$ cat config.mk
export PLATFORM = sky130hd
export DESIGN_NAME = status_frame_receiver_core
export DESIGN_NICKNAME = d
export VERILOG_FILES = /design/src/rtl/core/sfr_pkg.sv /design/src/rtl/core/status_frame_receiver_core.sv
export SDC_FILE = /design/constraint.sdc
export NUM_CORES = 1
export LEC_CHECK = 0
export ABC_CLOCK_PERIOD_IN_PS = 6500
export BUFFER_PORTS_ARGS = -buffer_cell sky130_fd_sc_hd__buf_4
export CORE_MARGIN = 1
export CORE_UTILIZATION = 60
export CTS_BUF_LIST = sky130_fd_sc_hd__clkbuf_4
export CTS_CLUSTER_DIAMETER = 120
export DETAILED_ROUTE_END_ITERATION = 8
export PLACE_DENSITY = 0.84
export SLEW_MARGIN = 20
export SYNTH_ARGS = -nofsm -noshare
export SYNTH_HDL_FRONTEND = slang
export SYNTH_SLANG_ARGS = --single-unit
$ cat constraint.sdc
create_clock -name clk -period 6.5 [get_ports clk]
set_clock_uncertainty 0.15 [all_clocks]
set_input_delay 0.325 -clock clk [delete_from_list [all_inputs] [get_ports clk]]
set_output_delay 0.325 -clock clk [all_outputs]
set_load 0.05 [all_outputs]
$ cat src/rtl/core/sfr_pkg.sv
// ----------------------------------------------------------------------------
// sfr_pkg
// Shared codes, field widths and reset values for the status frame receiver.
// ----------------------------------------------------------------------------
package sfr_pkg;

	localparam int unsigned TICK_W  = 20;
	localparam int unsigned BYTE_W  = 8;
	localparam int unsigned PHASE_W = 3;
	localparam int unsigned STAT_W  = 2;
	localparam int unsigned CFGI_W  = 2;
	localparam int unsigned M_DATA_W = 40;

	localparam logic [BYTE_W-1:0] HDR_BYTE = 8'hFF;

	localparam logic [TICK_W-1:0] TIMEOUT_RST = 20'd100000;
	localparam logic [BYTE_W-1:0] MAX_LEN_RST = 8'd250;
	localparam logic [BYTE_W-1:0] MAX_ID_RST  = 8'd253;
	localparam logic [BYTE_W-1:0] MIN_LEN     = 8'd2;

	localparam logic [CFGI_W-1:0] REG_TIMEOUT = 2'd0;
	localparam logic [CFGI_W-1:0] REG_MAX_LEN = 2'd1;
	localparam logic [CFGI_W-1:0] REG_MAX_ID  = 2'd2;

	localparam logic OP_BYTE = 1'b0;
	localparam logic OP_TICK = 1'b1;

	localparam logic KIND_PARAM = 1'b0;
	localparam logic KIND_END   = 1'b1;

	localparam logic [STAT_W-1:0] ST_OK      = 2'd0;
	localparam logic [STAT_W-1:0] ST_CORRUPT = 2'd1;
	localparam logic [STAT_W-1:0] ST_TIMEOUT = 2'd2;

	localparam logic [PHASE_W-1:0] PH_HUNT   = 3'd0;
	localparam logic [PHASE_W-1:0] PH_ID     = 3'd1;
	localparam logic [PHASE_W-1:0] PH_LENGTH = 3'd2;
	localparam logic [PHASE_W-1:0] PH_ERROR  = 3'd3;
	localparam logic [PHASE_W-1:0] PH_PARAM  = 3'd4;
	localparam logic [PHASE_W-1:0] PH_CHECK  = 3'd5;

	typedef struct packed {
		logic              kind;
		logic [BYTE_W-1:0] frame_id;
		logic [BYTE_W-1:0] error_byte;
		logic [BYTE_W-1:0] param_byte;
		logic [BYTE_W-1:0] param_index;
		logic [STAT_W-1:0] status;
	} result_t;

endpackage

$ cat src/rtl/core/status_frame_receiver_core.sv
// ----------------------------------------------------------------------------
// status_frame_receiver_core
// Path: an input transaction is registered in the input register, and the
// parse logic on it feeds the result register.
// Throughput: one item per cycle unless a held result waits on m_tready.
// Reset: arst_n clears state, counters, valid flags and restores the
// register defaults (timeout 100000, max length 250, max ID 253).
// ----------------------------------------------------------------------------
module status_frame_receiver_core
	import sfr_pkg::*;
(
	input  logic                clk,
	input  logic                arst_n,
	input  logic                s_tvalid,
	output logic                s_tready,
	input  logic [BYTE_W-1:0]   s_tdata,    // rx_byte
	input  logic                s_tuser,    // operation
	output logic                m_tvalid,
	input  logic                m_tready,
	// frame_id[7:0], error_byte[15:8], param_byte[23:16], param_index[31:24],
	// status[33:32], zero fill[39:34]
	output logic [M_DATA_W-1:0] m_tdata,
	output logic                m_tuser,    // kind
	input  logic                cfg_wen,
	input  logic [CFGI_W-1:0]   cfg_index,
	input  logic [TICK_W-1:0]   cfg_wdata
);

	logic [TICK_W-1:0] timeout_q;
	logic [BYTE_W-1:0] max_len_q;
	logic [BYTE_W-1:0] max_id_q;

	logic              valid_s1;
	logic              op_s1;
	logic [BYTE_W-1:0] byte_s1;

	logic [PHASE_W-1:0] phase_q;
	logic               prev_ff_q;
	logic [BYTE_W-1:0]  id_q;
	logic [BYTE_W-1:0]  len_q;
	logic [BYTE_W-1:0]  err_q;
	logic [BYTE_W-1:0]  cnt_q;
	logic [BYTE_W-1:0]  sum_q;
	logic [TICK_W-1:0]  tick_q;

	logic    out_valid_q;
	result_t out_q;

	logic advance;

	logic [PHASE_W-1:0] phase_d;
	logic               prev_ff_d;
	logic [BYTE_W-1:0]  id_d;
	logic [BYTE_W-1:0]  len_d;
	logic [BYTE_W-1:0]  err_d;
	logic [BYTE_W-1:0]  cnt_d;
	logic [BYTE_W-1:0]  sum_d;
	logic [TICK_W-1:0]  tick_d;
	logic               res_vld;
	result_t            res;

	logic [TICK_W-1:0]  tick_inc;
	logic [BYTE_W-1:0]  cnt_inc;
	logic [BYTE_W:0]    cnt_end;
	logic               is_ff;

	assign advance  = valid_s1 && (!out_valid_q || m_tready);
	assign s_tready = !valid_s1 || advance;

	always_ff @(posedge clk or negedge arst_n) begin
		if (!arst_n) begin
			timeout_q <= TIMEOUT_RST;
			max_len_q <= MAX_LEN_RST;
			max_id_q  <= MAX_ID_RST;
		end else if (cfg_wen) begin
			unique case (cfg_index)
				REG_TIMEOUT: timeout_q <= cfg_wdata;
				REG_MAX_LEN: max_len_q <= cfg_wdata[BYTE_W-1:0];
				REG_MAX_ID:  max_id_q  <= cfg_wdata[BYTE_W-1:0];
				default: ;
			endcase
		end
	end

	always_ff @(posedge clk or negedge arst_n) begin
		if (!arst_n) begin
			valid_s1 <= 1'b0;
		end else if (s_tready) begin
			valid_s1 <= s_tvalid;
		end
	end

	always_ff @(posedge clk) begin
		if (s_tready && s_tvalid) begin
			op_s1   <= s_tuser;
			byte_s1 <= s_tdata;
		end
	end

	assign tick_inc = tick_q + TICK_W'(1);
	assign cnt_inc  = cnt_q + BYTE_W'(1);
	assign cnt_end  = {1'b0, cnt_inc} + (BYTE_W+1)'(2);
	assign is_ff    = (byte_s1 == HDR_BYTE);

	always_comb begin
		phase_d   = phase_q;
		prev_ff_d = prev_ff_q;
		id_d      = id_q;
		len_d     = len_q;
		err_d     = err_q;
		cnt_d     = cnt_q;
		sum_d     = sum_q;
		tick_d    = tick_q;
		res_vld   = 1'b0;
		res       = '0;
		if (op_s1 == OP_TICK) begin
			if (timeout_q != '0) begin
				tick_d = tick_inc;
				if (tick_inc >= timeout_q) begin
					tick_d     = '0;
					phase_d    = PH_HUNT;
					prev_ff_d  = 1'b0;
					res_vld    = 1'b1;
					res.kind   = KIND_END;
					res.status = ST_TIMEOUT;
				end
			end
		end else begin
			unique case (phase_q)
				PH_ID: begin
					if (byte_s1 > max_id_q) begin
						phase_d   = is_ff ? PH_ID : PH_HUNT;
						prev_ff_d = 1'b0;
					end else begin
						id_d    = byte_s1;
						sum_d   = byte_s1;
						phase_d = PH_LENGTH;
					end
				end
				PH_LENGTH: begin
					if (byte_s1 > max_len_q || byte_s1 < MIN_LEN) begin
						if (id_q == HDR_BYTE) begin
							if (byte_s1 > max_id_q) begin
								phase_d   = is_ff ? PH_ID : PH_HUNT;
								prev_ff_d = 1'b0;
							end else begin
								id_d      = byte_s1;
								sum_d     = byte_s1;
								phase_d   = PH_LENGTH;
								prev_ff_d = 1'b0;
							end
						end else begin
							phase_d   = PH_HUNT;
							prev_ff_d = is_ff;
						end
					end else begin
						len_d   = byte_s1;
						sum_d   = sum_q + byte_s1;
						phase_d = PH_ERROR;
					end
				end
				PH_ERROR: begin
					err_d   = byte_s1;
					sum_d   = sum_q + byte_s1;
					cnt_d   = '0;
					phase_d = (len_q == MIN_LEN) ? PH_CHECK : PH_PARAM;
				end
				PH_PARAM: begin
					res_vld         = 1'b1;
					res.kind        = KIND_PARAM;
					res.frame_id    = id_q;
					res.error_byte  = err_q;
					res.param_byte  = byte_s1;
					res.param_index = cnt_q;
					res.status      = ST_OK;
					sum_d           = sum_q + byte_s1;
					cnt_d           = cnt_inc;
					if (cnt_end >= {1'b0, len_q}) begin
						phase_d = PH_CHECK;
					end
				end
				PH_CHECK: begin
					res_vld        = 1'b1;
					res.kind       = KIND_END;
					res.frame_id   = id_q;
					res.error_byte = err_q;
					res.status     = (byte_s1 == ~sum_q) ? ST_OK : ST_CORRUPT;
					phase_d        = PH_HUNT;
					prev_ff_d      = 1'b0;
					tick_d         = '0;
				end
				default: begin
					if (prev_ff_q && is_ff) begin
						phase_d   = PH_ID;
						prev_ff_d = 1'b0;
					end else begin
						phase_d   = PH_HUNT;
						prev_ff_d = is_ff;
					end
				end
			endcase
		end
	end

	always_ff @(posedge clk or negedge arst_n) begin
		if (!arst_n) begin
			phase_q   <= PH_HUNT;
			prev_ff_q <= 1'b0;
			id_q      <= '0;
			len_q     <= '0;
			err_q     <= '0;
			cnt_q     <= '0;
			sum_q     <= '0;
			tick_q    <= '0;
		end else if (advance) begin
			phase_q   <= phase_d;
			prev_ff_q <= prev_ff_d;
			id_q      <= id_d;
			len_q     <= len_d;
			err_q     <= err_d;
			cnt_q     <= cnt_d;
			sum_q     <= sum_d;
			tick_q    <= tick_d;
		end
	end

	always_ff @(posedge clk or negedge arst_n) begin
		if (!arst_n) begin
			out_valid_q <= 1'b0;
		end else if (advance) begin
			out_valid_q <= res_vld;
		end else if (m_tready) begin
			out_valid_q <= 1'b0;
		end
	end

	always_ff @(posedge clk) begin
		if (advance && res_vld) begin
			out_q <= res;
		end
	end

	assign m_tvalid = out_valid_q;
	assign m_tuser  = out_q.kind;
	assign m_tdata  = {6'd0, out_q.status, out_q.param_index, out_q.param_byte,
		out_q.error_byte, out_q.frame_id};

endmodule

==> flow_metrics.tcl <==
set metrics [dict create \
    cts.reportedPaths.clkPinSlew_ns 0.12 \
    synthToLayoutAreaGrowth_pct 15.3 \
    worst_setup_path_class "flip-flop to flip-flop" \
    wire_per_inst_microns 16.8 \
    critPathCapture "m_tdata[31]$_SDFFCE_PP0P_" \
    critical_path.cell_chain "ha_1 -> and3_1 -> nand3_1 -> nor2_1 -> nand3_1 -> nor2_1 -> xnor2_1 -> inv_1 -> ha_1 -> nand4_1 -> or4_1 -> o211ai_2 -> nor2b_1 -> a21oi_1 -> nor2_4" \
    ir_drop_uv 162 \
    setup.worst_path.start "tick_q[0]$_DFFE_PN0P_" \
    routability_congestion 0.919 \
    r2r_slack_ns 1.55 \
    std_cell_rows 41 \
    antenna_violation_net_count_after_detailed_routing 0 \
    worst_slew_pin_slew_ns 0.965 \
    post_synth_xor_area_fraction 0.0370 \
    synthesis.area_sq_mm 0.00804 \
    status "completed" \
    floorplan.initialDensity 0.627 \
    clock-root-buffer "clkbuf_4" \
    required_ns 6.55 \
    grt_overflow_total 0 \
    cpMaxStageDelayCell "nor2_4" \
    globalRouteTotalUtil 0.274 \
    layoutNonFillerInstCount 1058 \
    muxShareOfSynthArea 0.0560 \
    postSynth.topFlopCell "dfrtp_1" \
    cts.htree.levels 4 \
    synth_simple_gate_area_share 0.165 \
    static-leakage-power_nw 4.33 \
    drive_gt1_frac 0.198 \
    crit-reg2reg-launch "tick_q[0]$_DFFE_PN0P_" \
    die_area_sq_mm 0.0139 \
    worst_path_largest_cell_delay_ns 0.77 \
    highest_clock_rate_mhz 202 \
    final_hold_viol_count 0 \
    critical_path.endpoint_type "flip-flop" \
    number_of_global_route_vias_before_repair 6163 \
    worst_r2r_endpoint "m_tdata[31]$_SDFFCE_PP0P_" \
    number_of_max_capacitance_violations_reported 0 \
    cts_buffers 17 \
    tritoncts_num_sinks 146 \
    finalSetupTns_ns 0 \
    number_of_buffer_cells_added_on_primary_ports 72 \
    start_kind "flip-flop" \
    timing.final.setup_violations 0 \
    final_hpwl_dp_mm 12.5 \
    clockBufferDepth 2 \
    remaining_drc_errors 0 \
    finalWorstPathRequiredPeriod_ns 4.95 \
    ys_warn_count 0 \
    drt_wirelength_mm 17.8 \
    design.final.nets 964 \
    core_region_area_sq_mm 0.0128 \
    avgViaCountPerCell 5.85 \
    placed_cells_incl_taps 992 \
    number_of_standard_cells_after_synthesis 773 \
    slew_headroom 0.355 \
    dieHeight_microns 118 \
    post_synth_num_cell_types 69 \
    synthesis_stage_register_bit_count 146 \
    io-pin-count 79 \
    antenna_found_initial 1 \
    synth-async-reset-ratio 0.699 \
    seq_area_frac_synth 0.485 \
    clock_latency_ns 0.57 \
    synth_edf_count 44 \
    yosys.area_share.adder 0.0893 \
    synth-compound-area-share 0.122 \
    slew_violations 0 \
    dr_total_vias 6193 \
    post-route-period-util 0.762 \
    grt_start_max_net_pins 79 \
    grt_setup_unrepaired "false" \
    cellPowerDensity_mw_per_mm2 207 \
    cell_count_of_the_worst_reg_to_reg_path 15 \
    drt_first_pass_iters 5 \
    drt_first_iter_violations 543 \
    syn_area_per_cell_sq_um 10.4 \
    worst-endpoint-arrival_ns 5.00 \
    fp.dieW_microns 118 \
    grt_first_pass_wirelength_mm 29.8 \
    hold_crit_class "input pin to asynchronous set/reset pin" \
    cts_tree "yes" \
    largest_family_of_logic_cells_by_synthesized_area "simple AND/OR/NAND/NOR gates" \
    timing.critical_path.fanout_max 35 \
]
==> cell usage after synthesis, types with 10 or more instances <==
cell       n  area share
nand2b_1  12      0.0093
ha_1      55       0.086
nand4_1   12      0.0093
inv_1     53       0.025
a21oi_1   24       0.015
o21ai_0   54       0.034
nor4_1    11      0.0086
nand3_1   17       0.011
and3_1    39       0.030
nor2_1    36       0.017
nand2_1   78       0.036
xnor2_1   17       0.019
nor3_1    10      0.0062
o31ai_1   10      0.0093
edfxtp_1  44        0.16
xor2_1    17       0.019
mux2_2    40       0.056
clkbuf_1  15      0.0070
dfstp_2   19       0.062
dfrtp_1   83        0.26
nor2b_1   11      0.0086
==> worst min-delay path by stage <==
stage	startpoint	end	slack, ns	depth (start not counted)
2_1_floorplan	arst_n	cnt_q[0]$_DFFE_PN0P_	-0.12	0
6_report	arst_n	timeout_q[14]$_DFFE_PN0P_	0.03	2
5_1_grt	arst_n	timeout_q[14]$_DFFE_PN0P_	0.02	2
3_3_place_gp	arst_n	timeout_q[14]$_DFFE_PN0P_	0.09	1
4_1_cts	arst_n	timeout_q[14]$_DFFE_PN0P_	0.006	2
3_5_place_dp	arst_n	timeout_q[14]$_DFFE_PN0P_	0.09	1
==> kinds of logic after synthesis <==
logic type | count (synthesis)
xor+xnor | 34
compound gates | 152
flops | 146
simple gates | 257
mux | 40
buf+inv | 86
other cells | 1
fa+ha+maj | 57
==> area by class of cell <==
type	count	area, sq um
diodes	1	2.50
clock buffers	19	143
clock inverters	13	113
fillers	919	3550
inverters	53	199
multi-input cells	546	3810
flip-flops and latches	146	3900
well taps	172	215
repair buffers	108	893
==> per-stage QoR <==
stage                     setup WS, ns  utilization  power, mW  cell area, sq um  hold WS [ns]
after floorplan                   1.34            -       1.29              8060        -0.121
after global placement            1.87        0.677       1.37              8690        0.0929
after detailed placement          1.63        0.677       1.40              8690        0.0947
after CTS                         1.62        0.723       1.93              9270       0.00569
after global routing              1.22        0.723       2.03              9280        0.0167
final                             1.55        0.723       1.92              9280        0.0285
==> routing by layer <==
metal,vias up,global-route usage,wire [microns]
met4,0,0.108,347
met2,220,0.456,8880
met5,-,0,0
li1,2972,-,-
met1,2966,0.350,7550
met3,35,0.0562,1000
==> placed cells by master (no fill, tap or decap), drive strengths merged, types with 6 or more instances in the layout <==
cell type / netlist / final
dfrtp: 83 / 83
nand2: 79 / 79
buf: 18 / 75
o21ai: 57 / 57
ha: 55 / 55
inv: 53 / 55
edfxtp: 44 / 44
mux2: 40 / 40
and3: 39 / 39
nor2: 36 / 36
dlygate4sd3: 0 / 33
a21oi: 24 / 24
clkbuf: 15 / 19
dfstp: 19 / 19
nand3: 17 / 17
xnor2: 17 / 17
xor2: 17 / 17
nand4: 12 / 12
nand2b: 12 / 12
nor4: 11 / 11
nor2b: 11 / 11
nor3: 10 / 10
o31ai: 10 / 10
a2bb2oi: 9 / 9
clkinv: 0 / 8
and2: 7 / 7
conb: 1 / 6
==> worst max-delay path, delay by kind of cell (launching register included) <==
family | cells | cell delay (ns)
buffers and inverters | 1 | 0.07
xor gates and xnor gates | 1 | 0.17
and+or+nand+nor | 9 | 2.77
AOI/OAI and AO/OA | 2 | 0.39
adders and majority gates | 2 | 0.57
DFF | 1 | 0.44
==> registers in the layout (all words and copies together) (netlist names), 3 cells and up <==
register	count
m_tdata	34
tick_q	20
timeout_q	20
byte_s1	8
cnt_q	8
err_q	8
id_q	8
len_q	8
max_id_q	8
max_len_q	8
sum_q	8
phase_q	3
==> power by group <==
part / internal [mW] / switching [mW] / total, mW
logic: 0.147 / 0.185 / 0.332
registers: 1.01 / 0.0547 / 1.07
clock network: 0.197 / 0.325 / 0.522
==> repair_timing <==
action | CTS | global route
gates resized for setup | 0 | 0
buffers inserted | 0 | 0
hold buffers | 33 | 0
hold endpoints to repair | 71 | 0
setup endpoints to repair | 0 | 0
(Power assumes the default switching activity.)
